**src/su3pt_pkg.sv**
```systemverilog
// Shared types and constants for the SU(3) plaquette trace block.
// Used by the controller, the datapath and the top level; no dependencies.
package su3pt_pkg;

    typedef enum logic [3:0] {
        ST_IDLE,
        ST_RD_A,
        ST_RD_B,
        ST_LAT_B,
        ST_MUL,
        ST_XWAIT,
        ST_STORE,
        ST_TRACE,
        ST_TWAIT,
        ST_SCALE,
        ST_DIV,
        ST_DONE
    } state_t;

    // link codes as carried in which_link
    localparam logic [1:0] LINK_U1 = 2'd0;
    localparam logic [1:0] LINK_U2 = 2'd1;
    localparam logic [1:0] LINK_U3 = 2'd2;
    localparam logic [1:0] LINK_U4 = 2'd3;
    localparam logic [1:0] ROW_LAST = 2'd2;

    // multiplier operand selects
    localparam logic [1:0] MUL_RR = 2'd0;
    localparam logic [1:0] MUL_II = 2'd1;
    localparam logic [1:0] MUL_RI = 2'd2;
    localparam logic [1:0] MUL_IR = 2'd3;

    localparam logic STAGE_ENTRY = 1'b0;
    localparam logic STAGE_TRACE = 1'b1;

    typedef struct packed {
        logic       start;
        logic       lat_a;
        logic       lat_b;
        logic [1:0] col;
        logic       conj;
        logic       mul_en;
        logic       stage;
        logic [1:0] mul_sel;
        logic       store;
        logic       store_y;
        logic       scale;
        logic       div_step;
        logic       finish;
    } cmd_t;

endpackage

```
**src/su3pt_ram.sv**
```systemverilog
// Generic single-write, single-read RAM with registered read data.
// No dependencies.
module su3pt_ram #(
    parameter int WIDTH = 96,
    parameter int DEPTH = 12
) (
    input  logic                     clk,
    input  logic                     we,
    input  logic [$clog2(DEPTH)-1:0] waddr,
    input  logic [WIDTH-1:0]         wdata,
    input  logic [$clog2(DEPTH)-1:0] raddr,
    output logic [WIDTH-1:0]         rdata
);

    logic [WIDTH-1:0] mem_reg [DEPTH];

    always_ff @(posedge clk)
    begin
        if (we)
        begin
            mem_reg[waddr] <= wdata;
        end
        rdata <= mem_reg[raddr];
    end

endmodule

```
**src/su3pt_ctrl.sv**
```systemverilog
// Sequencer for the plaquette trace: walks rows, columns and products.
// Depends on su3pt_pkg; drives the link RAM addresses and datapath commands.
module su3pt_ctrl (
    input  logic             clk,
    input  logic             rst_n,
    input  logic             in_valid,
    input  logic [1:0]       in_link,
    input  logic [1:0]       in_row,
    output logic             in_ready,
    output logic             out_valid,
    input  logic             out_ready,
    output logic             ram_we,
    output logic [3:0]       ram_waddr,
    output logic [3:0]       ram_raddr,
    output su3pt_pkg::cmd_t  cmd
);

    su3pt_pkg::state_t state_reg, state_next;
    logic [1:0]      i_reg, k_reg, j_reg, step_reg;
    logic            pass_reg;
    logic            out_valid_reg;
    logic            accept, trigger, out_free;
    logic [1:0]      link_a, link_b;

    assign accept   = in_valid && in_ready;
    assign trigger  = accept && in_link == su3pt_pkg::LINK_U4 && in_row == su3pt_pkg::ROW_LAST;
    assign out_free = !out_valid_reg || out_ready;
    // pass 0 forms U1 U2, pass 1 forms the daggered product from links 3 and 2
    assign link_a   = pass_reg ? su3pt_pkg::LINK_U4 : su3pt_pkg::LINK_U1;
    assign link_b   = pass_reg ? su3pt_pkg::LINK_U3 : su3pt_pkg::LINK_U2;
    assign out_valid = out_valid_reg;

    assign ram_we    = accept && in_row <= su3pt_pkg::ROW_LAST;
    assign ram_waddr = 4'(in_link) * 4'd3 + 4'(in_row);

    always_comb
    begin
        state_next = state_reg;
        case (state_reg)
            su3pt_pkg::ST_IDLE:   if (trigger) state_next = su3pt_pkg::ST_RD_A;
            su3pt_pkg::ST_RD_A:   state_next = su3pt_pkg::ST_RD_B;
            su3pt_pkg::ST_RD_B:   state_next = su3pt_pkg::ST_LAT_B;
            su3pt_pkg::ST_LAT_B:  state_next = su3pt_pkg::ST_MUL;
            su3pt_pkg::ST_MUL:
            begin
                if (step_reg == 2'd3)
                begin
                    state_next = (j_reg == 2'd2) ? su3pt_pkg::ST_XWAIT : su3pt_pkg::ST_RD_A;
                end
            end
            su3pt_pkg::ST_XWAIT:  state_next = su3pt_pkg::ST_STORE;
            su3pt_pkg::ST_STORE:
            begin
                state_next = pass_reg ? su3pt_pkg::ST_TRACE : su3pt_pkg::ST_RD_A;
            end
            su3pt_pkg::ST_TRACE:
            begin
                if (step_reg[0])
                begin
                    state_next = (i_reg == 2'd2 && k_reg == 2'd2) ?
                                 su3pt_pkg::ST_TWAIT : su3pt_pkg::ST_RD_A;
                end
            end
            su3pt_pkg::ST_TWAIT:  state_next = su3pt_pkg::ST_SCALE;
            su3pt_pkg::ST_SCALE:  state_next = su3pt_pkg::ST_DIV;
            su3pt_pkg::ST_DIV:    state_next = su3pt_pkg::ST_DONE;
            su3pt_pkg::ST_DONE:   if (out_free) state_next = su3pt_pkg::ST_IDLE;
            default:              state_next = su3pt_pkg::ST_IDLE;
        endcase
    end

    always_comb
    begin
        cmd       = '0;
        in_ready  = 1'b0;
        ram_raddr = 4'(link_a) * 4'd3 + 4'(i_reg);
        case (state_reg)
            su3pt_pkg::ST_IDLE:
            begin
                in_ready  = 1'b1;
                cmd.start = trigger;
            end
            su3pt_pkg::ST_RD_A:
            begin
                ram_raddr = 4'(link_a) * 4'd3 + 4'(i_reg);
            end
            su3pt_pkg::ST_RD_B:
            begin
                ram_raddr = 4'(link_b) * 4'd3 + 4'(j_reg);
                cmd.lat_a = 1'b1;
                cmd.col   = j_reg;
                cmd.conj  = pass_reg;
            end
            su3pt_pkg::ST_LAT_B:
            begin
                cmd.lat_b = 1'b1;
                cmd.col   = k_reg;
                cmd.conj  = pass_reg;
            end
            su3pt_pkg::ST_MUL:
            begin
                cmd.mul_en  = 1'b1;
                cmd.stage   = su3pt_pkg::STAGE_ENTRY;
                cmd.mul_sel = step_reg;
            end
            su3pt_pkg::ST_STORE:
            begin
                cmd.store   = 1'b1;
                cmd.store_y = pass_reg;
            end
            su3pt_pkg::ST_TRACE:
            begin
                cmd.mul_en  = 1'b1;
                cmd.stage   = su3pt_pkg::STAGE_TRACE;
                cmd.mul_sel = step_reg[0] ? su3pt_pkg::MUL_II : su3pt_pkg::MUL_RR;
            end
            su3pt_pkg::ST_SCALE:  cmd.scale = 1'b1;
            su3pt_pkg::ST_DIV:    cmd.div_step = 1'b1;
            su3pt_pkg::ST_DONE:   cmd.finish = out_free;
            default:              cmd = '0;
        endcase
    end

    always_ff @(posedge clk or negedge rst_n)
    begin
        if (!rst_n)
        begin
            state_reg     <= su3pt_pkg::ST_IDLE;
            i_reg         <= '0;
            k_reg         <= '0;
            j_reg         <= '0;
            step_reg      <= '0;
            pass_reg      <= 1'b0;
            out_valid_reg <= 1'b0;
        end
        else
        begin
            state_reg <= state_next;
            case (state_reg)
                su3pt_pkg::ST_IDLE:
                begin
                    i_reg    <= '0;
                    k_reg    <= '0;
                    j_reg    <= '0;
                    step_reg <= '0;
                    pass_reg <= 1'b0;
                end
                su3pt_pkg::ST_MUL:
                begin
                    step_reg <= step_reg + 2'd1;
                    if (step_reg == 2'd3)
                    begin
                        j_reg <= (j_reg == 2'd2) ? 2'd0 : j_reg + 2'd1;
                    end
                end
                su3pt_pkg::ST_STORE:
                begin
                    pass_reg <= !pass_reg;
                    step_reg <= '0;
                end
                su3pt_pkg::ST_TRACE:
                begin
                    step_reg <= {1'b0, !step_reg[0]};
                    if (step_reg[0])
                    begin
                        if (k_reg == 2'd2)
                        begin
                            k_reg <= '0;
                            i_reg <= i_reg + 2'd1;
                        end
                        else
                        begin
                            k_reg <= k_reg + 2'd1;
                        end
                    end
                end
                default:              ;
            endcase
            if (cmd.finish)
            begin
                out_valid_reg <= 1'b1;
            end
            else if (out_ready)
            begin
                out_valid_reg <= 1'b0;
            end
        end
    end

endmodule

```
**src/su3pt_dp.sv**
```systemverilog
// Datapath: shared complex-product multiplier, accumulators, scaling,
// divide by three and the saturating totals. Depends on su3pt_pkg.
module su3pt_dp #(
    parameter int ENTRY_WIDTH = 16,
    parameter int SUM_WIDTH   = 48,
    parameter int COUNT_WIDTH = 32
) (
    input  logic                          clk,
    input  logic                          rst_n,
    input  su3pt_pkg::cmd_t               cmd,
    input  logic [6*ENTRY_WIDTH-1:0]      rd_data,
    output logic signed [ENTRY_WIDTH-1:0] plaq_value,
    output logic signed [SUM_WIDTH-1:0]   running_sum,
    output logic [COUNT_WIDTH-1:0]        plaq_count
);

    localparam int EW  = ENTRY_WIDTH;
    localparam int SW  = SUM_WIDTH;
    localparam int CW  = COUNT_WIDTH;
    localparam int F   = EW - 2;
    localparam int H   = (EW > 26) ? EW - 26 : 0;
    localparam int D   = F - 2 * H;
    localparam int XW0 = EW + 4;                    // one entry of U1 U2, exact
    localparam int XW  = XW0 - H;                   // same after pre-shift
    localparam int MW  = (XW > EW + 1) ? XW : EW + 1;
    localparam int PW  = 2 * MW;
    localparam int TW  = 2 * XW + 5;                // trace sum of 18 products
    localparam int DK  = EW + 3;                    // reciprocal scale for divide by three
    localparam int QW  = 2 * EW + 5;

    localparam logic signed [PW:0]  RND_F  = (PW + 1)'(1) << (F - 1);
    localparam logic signed [XW0:0] HALF_H = (H > 0) ?
        ((XW0 + 1)'(1) << ((H > 0) ? H - 1 : 0)) : '0;
    localparam logic signed [TW:0]  BIAS_D = (TW + 1)'(3) << (D - 1);
    localparam logic signed [TW:0]  CLAMP  = (TW + 1)'(3) << (EW - 1);
    localparam logic [DK-1:0]       RECIP  = DK'(((64'd1 << DK) + 64'd2) / 64'd3);

    logic signed [EW-1:0] row_re [3];
    logic signed [EW-1:0] row_im [3];

    logic signed [EW:0]    a_re_reg, a_im_reg, b_re_reg, b_im_reg;
    logic signed [EW:0]    lat_re, lat_im;
    logic signed [XW-1:0]  x_re_reg, x_im_reg, y_re_reg, y_im_reg;
    logic signed [XW0-1:0] acc_re_reg, acc_im_reg;
    logic signed [XW-1:0]  acc_re_h, acc_im_h;
    logic signed [MW-1:0]  mul_a, mul_b;
    logic signed [PW-1:0]  prod_reg;
    logic                  acc_en_reg, acc_stage_reg;
    logic [1:0]            acc_sel_reg;
    logic signed [PW:0]    term_w;
    logic signed [XW0-1:0] term;
    logic signed [TW-1:0]  t_reg, tprod;
    logic signed [TW:0]    scaled, clamped, shifted;
    logic [EW+1:0]         num_reg, quo_reg;
    logic [QW-1:0]         quo_prod;
    logic signed [EW-1:0]  pv_calc, pv_reg;
    logic signed [SW:0]    sum_w;
    logic signed [SW-1:0]  sum_reg;
    logic [CW-1:0]         cnt_reg;

    for (genvar c = 0; c < 3; c++)
    begin : g_cols
        assign row_re[c] = rd_data[2 * c * EW +: EW];
        assign row_im[c] = rd_data[(2 * c + 1) * EW +: EW];
    end

    // conjugation is applied at the operand, before rounding
    assign lat_re = (EW + 1)'(row_re[cmd.col]);
    assign lat_im = cmd.conj ? -(EW + 1)'(row_im[cmd.col]) : (EW + 1)'(row_im[cmd.col]);

    always_comb
    begin
        mul_a = MW'(a_re_reg);
        mul_b = MW'(b_re_reg);
        if (cmd.stage == su3pt_pkg::STAGE_TRACE)
        begin
            mul_a = (cmd.mul_sel == su3pt_pkg::MUL_II) ? MW'(x_im_reg) : MW'(x_re_reg);
            mul_b = (cmd.mul_sel == su3pt_pkg::MUL_II) ? MW'(y_im_reg) : MW'(y_re_reg);
        end
        else
        begin
            case (cmd.mul_sel)
                su3pt_pkg::MUL_RR: begin mul_a = MW'(a_re_reg); mul_b = MW'(b_re_reg); end
                su3pt_pkg::MUL_II: begin mul_a = MW'(a_im_reg); mul_b = MW'(b_im_reg); end
                su3pt_pkg::MUL_RI: begin mul_a = MW'(a_re_reg); mul_b = MW'(b_im_reg); end
                su3pt_pkg::MUL_IR: begin mul_a = MW'(a_im_reg); mul_b = MW'(b_re_reg); end
                default:           begin mul_a = '0; mul_b = '0; end
            endcase
        end
    end

    assign term_w   = (PW + 1)'(prod_reg) + RND_F;
    assign term     = XW0'(term_w >>> F);
    assign tprod    = TW'(prod_reg);
    assign acc_re_h = XW'(((XW0 + 1)'(acc_re_reg) + HALF_H) >>> H);
    assign acc_im_h = XW'(((XW0 + 1)'(acc_im_reg) + HALF_H) >>> H);

    // floor((t + 1.5 * 2^D) / 2^D), clamped so the divide by three saturates correctly
    assign scaled  = ((TW + 1)'(t_reg) + BIAS_D) >>> D;
    assign clamped = (scaled > CLAMP) ? CLAMP : ((scaled < -CLAMP) ? -CLAMP : scaled);
    assign shifted = clamped + CLAMP;

    // divide by three as a multiply by ceil(2^DK / 3), exact below 2^(EW+2)
    assign quo_prod = QW'(num_reg) * QW'(RECIP);

    // quotient is offset by 2^(EW-1); top value 2^EW saturates
    assign pv_calc = (quo_reg[EW+1:EW] != 2'b00) ? {1'b0, {(EW - 1){1'b1}}}
                                                  : {~quo_reg[EW-1], quo_reg[EW-2:0]};
    assign sum_w   = (SW + 1)'(sum_reg) + (SW + 1)'(pv_calc);

    always_ff @(posedge clk)
    begin
        if (cmd.lat_a)
        begin
            a_re_reg <= lat_re;
            a_im_reg <= lat_im;
        end
        if (cmd.lat_b)
        begin
            b_re_reg <= lat_re;
            b_im_reg <= lat_im;
        end
        if (cmd.mul_en)
        begin
            prod_reg      <= PW'(mul_a * mul_b);
            acc_stage_reg <= cmd.stage;
            acc_sel_reg   <= cmd.mul_sel;
        end

        if (cmd.start || cmd.store)
        begin
            acc_re_reg <= '0;
            acc_im_reg <= '0;
        end
        else if (acc_en_reg && acc_stage_reg == su3pt_pkg::STAGE_ENTRY)
        begin
            case (acc_sel_reg)
                su3pt_pkg::MUL_RR: acc_re_reg <= acc_re_reg + term;
                su3pt_pkg::MUL_II: acc_re_reg <= acc_re_reg - term;
                default:           acc_im_reg <= acc_im_reg + term;
            endcase
        end

        if (cmd.start)
        begin
            t_reg <= '0;
        end
        else if (acc_en_reg && acc_stage_reg == su3pt_pkg::STAGE_TRACE)
        begin
            t_reg <= (acc_sel_reg == su3pt_pkg::MUL_II) ? t_reg - tprod : t_reg + tprod;
        end

        if (cmd.store)
        begin
            if (cmd.store_y)
            begin
                y_re_reg <= acc_re_h;
                y_im_reg <= acc_im_h;
            end
            else
            begin
                x_re_reg <= acc_re_h;
                x_im_reg <= acc_im_h;
            end
        end

        if (cmd.scale)
        begin
            num_reg <= shifted[EW+1:0];
        end
        if (cmd.div_step)
        begin
            quo_reg <= quo_prod[DK +: EW + 2];
        end

        if (cmd.finish)
        begin
            pv_reg <= pv_calc;
        end
    end

    always_ff @(posedge clk or negedge rst_n)
    begin
        if (!rst_n)
        begin
            acc_en_reg <= 1'b0;
            sum_reg    <= '0;
            cnt_reg    <= '0;
        end
        else
        begin
            acc_en_reg <= cmd.mul_en;
            if (cmd.finish)
            begin
                if (sum_w[SW] != sum_w[SW-1])
                begin
                    sum_reg <= sum_w[SW] ? {1'b1, {(SW - 1){1'b0}}} : {1'b0, {(SW - 1){1'b1}}};
                end
                else
                begin
                    sum_reg <= sum_w[SW-1:0];
                end
                if (cnt_reg != {CW{1'b1}})
                begin
                    cnt_reg <= cnt_reg + CW'(1);
                end
            end
        end
    end

    assign plaq_value  = pv_reg;
    assign running_sum = sum_reg;
    assign plaq_count  = cnt_reg;

endmodule

```
**src/su3_plaquette_trace.sv**
```systemverilog
// Top level of the SU(3) plaquette trace block: stream ports, link RAM,
// sequencer and datapath. Depends on su3pt_pkg, su3pt_ram, su3pt_ctrl, su3pt_dp.

// Each input transfer carries one row of one link matrix; the rows are kept in
// a 12-row link RAM. Row 2 of link 3 starts the plaquette evaluation, which
// ends when the result is registered: one shared multiplier forms each of the
// 216 real partial products of U1 U2 and U3+ U4+ and the 18 of the trace, with
// the operands fetched row by row through the RAM's single read port, and a
// reciprocal multiply does the divide by three.
// No input is taken during the evaluation; other rows are taken one per cycle,
// also while a result waits on the output register. Rows with index 3 are
// dropped. The running sum and the count restart only at reset.
module su3_plaquette_trace #(
    parameter int ENTRY_WIDTH = 16,
    parameter int SUM_WIDTH   = 48,
    parameter int COUNT_WIDTH = 32
) (
    input  logic                                             clk,
    input  logic                                             rst_n,
    input  logic                                             s_tvalid,
    output logic                                             s_tready,
    // e0_re, e0_im, e1_re, e1_im, e2_re, e2_im
    input  logic [((6*ENTRY_WIDTH+7)/8)*8-1:0]               s_tdata,
    // which_link, row_index
    input  logic [3:0]                                       s_tuser,
    output logic                                             m_tvalid,
    input  logic                                             m_tready,
    // plaq_value, running_sum, plaq_count
    output logic [((ENTRY_WIDTH+SUM_WIDTH+COUNT_WIDTH+7)/8)*8-1:0] m_tdata
);

    localparam int ROW_W  = 6 * ENTRY_WIDTH;
    localparam int OUT_DW = ((ENTRY_WIDTH + SUM_WIDTH + COUNT_WIDTH + 7) / 8) * 8;

    su3pt_pkg::cmd_t cmd;
    logic                          ram_we;
    logic [3:0]                    ram_waddr, ram_raddr;
    logic [ROW_W-1:0]              rd_data;
    logic signed [ENTRY_WIDTH-1:0] plaq_value;
    logic signed [SUM_WIDTH-1:0]   running_sum;
    logic [COUNT_WIDTH-1:0]        plaq_count;

    su3pt_ram #(
        .WIDTH(ROW_W),
        .DEPTH(12)
    ) u_link_ram (
        .clk  (clk),
        .we   (ram_we),
        .waddr(ram_waddr),
        .wdata(s_tdata[ROW_W-1:0]),
        .raddr(ram_raddr),
        .rdata(rd_data)
    );

    su3pt_ctrl u_ctrl (
        .clk      (clk),
        .rst_n    (rst_n),
        .in_valid (s_tvalid),
        .in_link  (s_tuser[1:0]),
        .in_row   (s_tuser[3:2]),
        .in_ready (s_tready),
        .out_valid(m_tvalid),
        .out_ready(m_tready),
        .ram_we   (ram_we),
        .ram_waddr(ram_waddr),
        .ram_raddr(ram_raddr),
        .cmd      (cmd)
    );

    su3pt_dp #(
        .ENTRY_WIDTH(ENTRY_WIDTH),
        .SUM_WIDTH  (SUM_WIDTH),
        .COUNT_WIDTH(COUNT_WIDTH)
    ) u_dp (
        .clk        (clk),
        .rst_n      (rst_n),
        .cmd        (cmd),
        .rd_data    (rd_data),
        .plaq_value (plaq_value),
        .running_sum(running_sum),
        .plaq_count (plaq_count)
    );

    assign m_tdata = OUT_DW'({plaq_count, running_sum, plaq_value});

    // the link RAM is written only by an accepted transfer
    a_write_on_transfer: assert property (@(posedge clk) disable iff (!rst_n)
        ram_we |-> (s_tvalid && s_tready))
        else $error("link RAM written without an input transfer");

    // a new result always follows an evaluation, during which input is held off
    a_result_after_busy: assert property (@(posedge clk) disable iff (!rst_n)
        $rose(m_tvalid) |-> !$past(s_tready))
        else $error("result raised without an evaluation");

    // every result counts at least one plaquette
    a_count_nonzero: assert property (@(posedge clk) disable iff (!rst_n)
        $rose(m_tvalid) |-> (plaq_count != '0))
        else $error("result presented with a zero plaquette count");

endmodule
```
**config.mk**
```make
export PLATFORM = sky130hd
export DESIGN_NAME = su3_plaquette_trace
export DESIGN_NICKNAME = d
export VERILOG_FILES = /design/src/su3pt_pkg.sv /design/src/su3pt_ram.sv /design/src/su3pt_ctrl.sv /design/src/su3pt_dp.sv /design/src/su3_plaquette_trace.sv
export SDC_FILE = /design/constraint.sdc
export NUM_CORES = 2
export LEC_CHECK = 0
export ABC_CLOCK_PERIOD_IN_PS = 26700
export BUFFER_PORTS_ARGS = -buffer_cell sky130_fd_sc_hd__clkbuf_2
export CAP_MARGIN = 5
export CELL_PAD_IN_SITES_DETAIL_PLACEMENT = 2
export CELL_PAD_IN_SITES_GLOBAL_PLACEMENT = 2
export CORE_ASPECT_RATIO = 1.1
export CORE_MARGIN = 3
export CORE_UTILIZATION = 32
export CTS_CLUSTER_SIZE = 40
export DETAILED_ROUTE_END_ITERATION = 12
export PLACE_DENSITY = 0.66
export SYNTH_ARGS = -nofsm -noshare
export SYNTH_HDL_FRONTEND = slang
export SYNTH_SLANG_ARGS = --single-unit
```
**constraint.sdc**
```tcl
create_clock -name clk -period 26.7 [get_ports clk]
set_clock_uncertainty 0.2 [all_clocks]
set_input_delay 5.34 -clock clk [delete_from_list [all_inputs] [get_ports clk]]
set_output_delay 5.34 -clock clk [all_outputs]
set_load 0.01 [all_outputs]
```
After elaboration in Yosys (flattened, before gate mapping)
Memories as Yosys holds them, arrays and structs flattened. A register that Yosys moved wholly into a read port is not among the register bits.
Index checks and enable logic that the tools add are counted.
{"block": "classes", "addsub": 18, "n_mul": 5, "n_lt_le_gt_ge": 4, "n_eq_ne": 28, "mux": 57, "bitwise": 5, "n_reduce_logical": 36}
{"cell": "one-hot mux 20 bit (2 select lines)", "count": 3}
{"cell": "two-way mux 48 bit", "count": 2}
{"cell": "two-way mux 16 bit", "count": 5}
{"cell": "two-way mux 20 bit", "count": 4}
{"cell": "binary-select mux 16 bit (select 2 bit)", "count": 2}
{"cell": "adder 48 x 16 -> 49 bit", "count": 1}
{"cell": "one-hot mux 4 bit (12 select lines)", "count": 1}
{"cell": "adder 45 x 16 -> 46 bit (second input constant)", "count": 1}
{"cell": "adder 45 x 40 -> 45 bit", "count": 1}
{"cell": "two-way mux 45 bit", "count": 1}
{"cell": "subtractor 45 x 40 -> 45 bit", "count": 1}
{"cell": "adder 20 bit", "count": 2}
{"cell": "multiplier 20 x 20 -> 40 bit", "count": 1}
{"cell": "multiplier 18 x 18 -> 36 bit (second input constant)", "count": 1}
{"cell": "two-way mux 18 bit", "count": 2}
{"cell": "adder 34 x 15 -> 34 bit (second input constant)", "count": 1}
{"cell": "adder 32 x 1 -> 32 bit (second input constant)", "count": 1}
{"cell": "greater-than comparator 32 x 18 -> 1 bit (second input constant)", "count": 1}
{"cell": "less-than comparator 32 x 18 -> 1 bit (second input constant)", "count": 1}
{"cell": "inequality test 32 bit (second input constant)", "count": 1}
{"cell": "two-way mux 4 bit", "count": 6}
{"cell": "subtractor 20 bit", "count": 1}
{"cell": "adder 18 bit (second input constant)", "count": 1}
{"cell": "two-way mux 2 bit", "count": 9}
{"cell": "35 further kinds", "count": 103}
{"block": "totals", "reg_bits": 420, "ram_bits": 1152, "in_bits": 104, "out_inout_bits": 98, "elab_cells": 181, "mem_count": 1}
{"memory": "u_link_ram.mem_reg", "words": 12, "word_bits": 96, "rd": 1, "rd_clocked_by_memory_dff": 1, "write_ports": 1, "line": "su3pt_ram.sv:15", "text": "logic [WIDTH-1:0] mem_reg [DEPTH];"}

Depth between registers and ports, before layout
{"block": "logic_depth", "ltp_word": 8, "ltp_mapped": 43, "depth_no_buf": 39}

Modules after synthesis
A second synthesis with hierarchy kept.
{"block": "hier_totals", "hier_cells": 6985, "area_unflattened_um2": 91959.4}
{"mod": "su3pt_dp", "instances": 1, "cells_per_inst": 4899, "area_each_um2": 45612.5, "seq_area_each_um2": 10935.5}
{"mod": "su3pt_ram", "instances": 1, "cells_per_inst": 1952, "area_each_um2": 45154.6, "seq_area_each_um2": 36515.0}
{"mod": "su3pt_ctrl", "instances": 1, "cells_per_inst": 134, "area_each_um2": 1192.4, "seq_area_each_um2": 350.3}

Worst setup path after synthesis
Ideal clock, no wire load.
{"block": "synth_timing", "path_kind": "input to register", "from": "input port s_tuser[0]", "to": "memory u_link_ram.mem_reg[6][0], enable pin", "setup_ns": 0.552, "t_arrival_ns": 10.726, "t_required_ns": 25.948, "setup_slack_ns": 15.222, "path_stages": 6, "path_buffers": 0, "path_cell_list": "fa_1 -> ha_1 -> inv_1 -> fa_1 -> nand2b_1 -> nor2_1"}
{"block": "synth_via", "elab_chain_cells": 2}
{"item": "start: declaration", "line": "su3_plaquette_trace.sv:25", "text": "input logic [3:0] s_tuser,"}
{"item": "multiplier 2 x 2 -> 4 bit", "line": "su3pt_ctrl.sv:34", "text": "assign ram_waddr = 4'(in_link) * 4'd3 + 4'(in_row);"}
{"item": "adder 4 x 2 -> 4 bit", "line": "su3pt_ctrl.sv:34"}
{"item": "end: declaration", "line": "su3pt_ram.sv:15"}
Every way passes these cells.

==> impl_results.md <==
- DR vias/cell: 5.13
- Fmax achieved: 70.6 MHz
- Most frequent cells in the layout: 1392 x edfxtp_1, 1197 x nand2_1, 735 x inv_1
- CTS root buffer: clkbuf_16
- Post-synth EDFFs: 1392
- Total Die Area: 296000 sq um
- Share of layout cells above drive strength 1: 10.4%
- I/O pin total: 202
- Worst relative slew slack: 18.4%
- CP Launch Type: flop
- Initial antenna violation count: 35
- Clock latency on the worst-skew pair: 860 ps
- Worst hold endpoint: u_dp.t_reg[11]
- Synth top area cells: edfxtp_1 45%, fa_1 12%, ha_1 5.5%, nand2_1 4.8%, dfxtp_1 3.9%
- Critical path class: reg -> reg
- CTS Buf Count: 191
- # port buffers: 201
- CTS sink cnt: 1668
- DRC: 0
- Max VDD drop: 63.0 uV
- Slew Limit Fails: 0
- Worst-Margin Slew: 1200 ps
- Router iterations before antenna repair: 5
- CTS tree: done
- Syn nets: 8882
- CP required: 27070 ps
- WL per Instance: 24.9 um
- TNS Setup: 0 ps
- CTS Hold Bufs: 0
- Tot GR Track Use: 19.9%
- Min Hold Slack: 263 ps
- GP Congestion: 0.842
- Largest net degree at the start of global routing: 142
- # rows: 206
- Ys flop type: edfxtp_1
- Antenna viol nets, final: 0
- Final period util: 53.1%
- CP peak stage delay: 970 ps
- Count of state elements after synthesis: 1668
- RSZ-0062 raised after global routing: false
- Pre-CTS setup slack: 12610 ps
- Worst Reg-to-Reg Cells: 35
- CP endpoint kind: flop
- Critical Path Fanout Max: 45
- # Max-Cap Violations: 0
- Final nets: 9025
- Syn avg cell area: 11.8 sq um
- PD cells: 52.1 nW/um^2
- Post-synthesis cell type count: 96
- Reg2reg end: u_dp.prod_reg[39]
- FILL cells: 29807
- Crit path time final: 14170 ps
- Sequential fraction of the synthesis area: 51.5%
- Iter 0 DRT Violations: 2953
- Gr ovfl total: 0
- Synthesized area: 92700 sq um
- Die height: 571 um
- Hold path startpoint: u_dp.t_reg[11]
- Share of the synthesized area in the top cell type: 45.1%
- DP Cell Count: 11628
- Syn. warnings: 0
- Post-cts sizing count: 0
- DP Wirelength: 201000 um
- Max FFs per register: 1152
- PnR worst setup slack: 12530 ps
- First-pass GRT wire length: 451000 um
- Placement Cell Area: 98300 sq um
- Vias in the first global route: 70287
- H-tree levels: 4
- CTS Buffer Depth: 4
- Setup repair bufs after CTS: 0
- Post-Synthesis Cells: 7830
- Via Count: 61479
- Commonest non-fill, non-tap cell in the layout: edfxtp_1
- Hold Vio Cnt, Final: 0
- Post-Route WL: 298000 um
- Finished layout cell area: 104000 sq um
- Setup slack, reg-to-reg: 12530 ps
- Layout Cells excl Fill: 11984
- CP max-delay cell: fa_1
- Die width: 519 um
- Post-synth top area cell: edfxtp_1
- CORE AREA: 287000 sq um
- Hold path cells: 2
- Clock transition at path regs: 60 ps
- Worst r2r src: u_ctrl.state_reg[2]
- Async set-or-reset flop fraction in the synthesized netlist: 5.70%
- Outcome: finished, final reports clean
- Worst hold path type: reg -> reg
- Count of final setup violators: 0
- Starting density of the core: 32.3%
- Area growth from synthesis to layout: 12.6%
- Crit path DAT: 14540 ps
- Leakage: 0.0409 uW
## Yosys cell counts, types with 181 or more instances
cell	number
xnor2_1	212
dfxtp_1	181
fa_1	538
ha_1	410
inv_1	737
nand2_1	1198
edfxtp_1	1392
nand3_1	245
clkbuf_1	260
o21ai_0	192
nor2_1	552
a21oi_1	349
## kinds of logic (layout without fill, tap and decap cells)
| logic type | count (synthesis) | after routing | synth area share [%] |
|---|---|---|---|
| AO/OA/AOI/OAI | 1092 | 1092 | 7.41 |
| XOR/XNOR | 321 | 321 | 3.03 |
| adder cells (fa/ha/maj) | 948 | 948 | 17.1 |
| buffers and inverters | 1093 | 1385 | 4.56 |
| flip-flops | 1668 | 1668 | 51.5 |
| multiplexers | 264 | 264 | 4.74 |
| other | 0 | 14 | 0 |
| AND/OR/NAND/NOR | 2444 | 2444 | 11.6 |
## worst max-delay path: cells and delay by family (launching register included)
kind	cells	cell delay, ps
flops	1	580
buf+inv	11	3370
xor+xnor	1	100
compound gates	6	2230
fa+ha+maj	9	5010
mux	1	290
simple gates	7	2010
## where the power goes
part           total (uW)  internal, uW       switching, uW
Combinational        38.2          6.80                31.4
Sequential           2810          2810  0.0000000000000106
Clock                2590          1500                1080
Total                5430          4320                1110
## per-layer routing
| layer | vias up | wire length [um] | global-route usage (%) |
|---|---|---|---|
| li1 | 27582 | - | - |
| met1 | 32590 | 126000 | 24.4 |
| met2 | 872 | 154000 | 36.5 |
| met3 | 409 | 9400 | 2.44 |
| met4 | 26 | 8320 | 5.30 |
| met5 | - | 181 | 0 |
## final cells by class
type | instances | area (sq um) | share of cell area, %
Multi-Input combinational cell | 5069 | 41000 | 39.3
Clock buffer | 257 | 5220 | 5.00
Sequential cell | 1668 | 47800 | 45.8
Inverter | 738 | 2770 | 2.65
Antenna cell | 14 | 35.0 | 0.0336
Clock inverter | 85 | 828 | 0.793
Tap cell | 3848 | 4810 | 4.61
Timing Repair Buffer | 305 | 1910 | 1.83
## how the worst max path moves through the flow
stage	start	cells after the start	endpoint
after floorplan	s_tuser[0]	6	u_link_ram.mem_reg[6][0]
after global placement	u_ctrl.state_reg[2]	36	u_dp.prod_reg[38]
after detailed placement	u_ctrl.state_reg[2]	35	u_dp.prod_reg[39]
after CTS	u_ctrl.state_reg[2]	35	u_dp.prod_reg[39]
after global routing	u_ctrl.state_reg[2]	35	u_dp.prod_reg[39]
final	u_ctrl.state_reg[2]	35	u_dp.prod_reg[39]
## stage by stage
step | total power (uW) | utilization (%)
global route | 5600 | 36.3
detailed placement | 2900 | 34.2
CTS | 5500 | 36.3
finish | 5430 | 36.3
global placement | 2900 | 34.2
floorplan | 2870 | -
No activity file was read; power rests on OpenSTA's default activity.
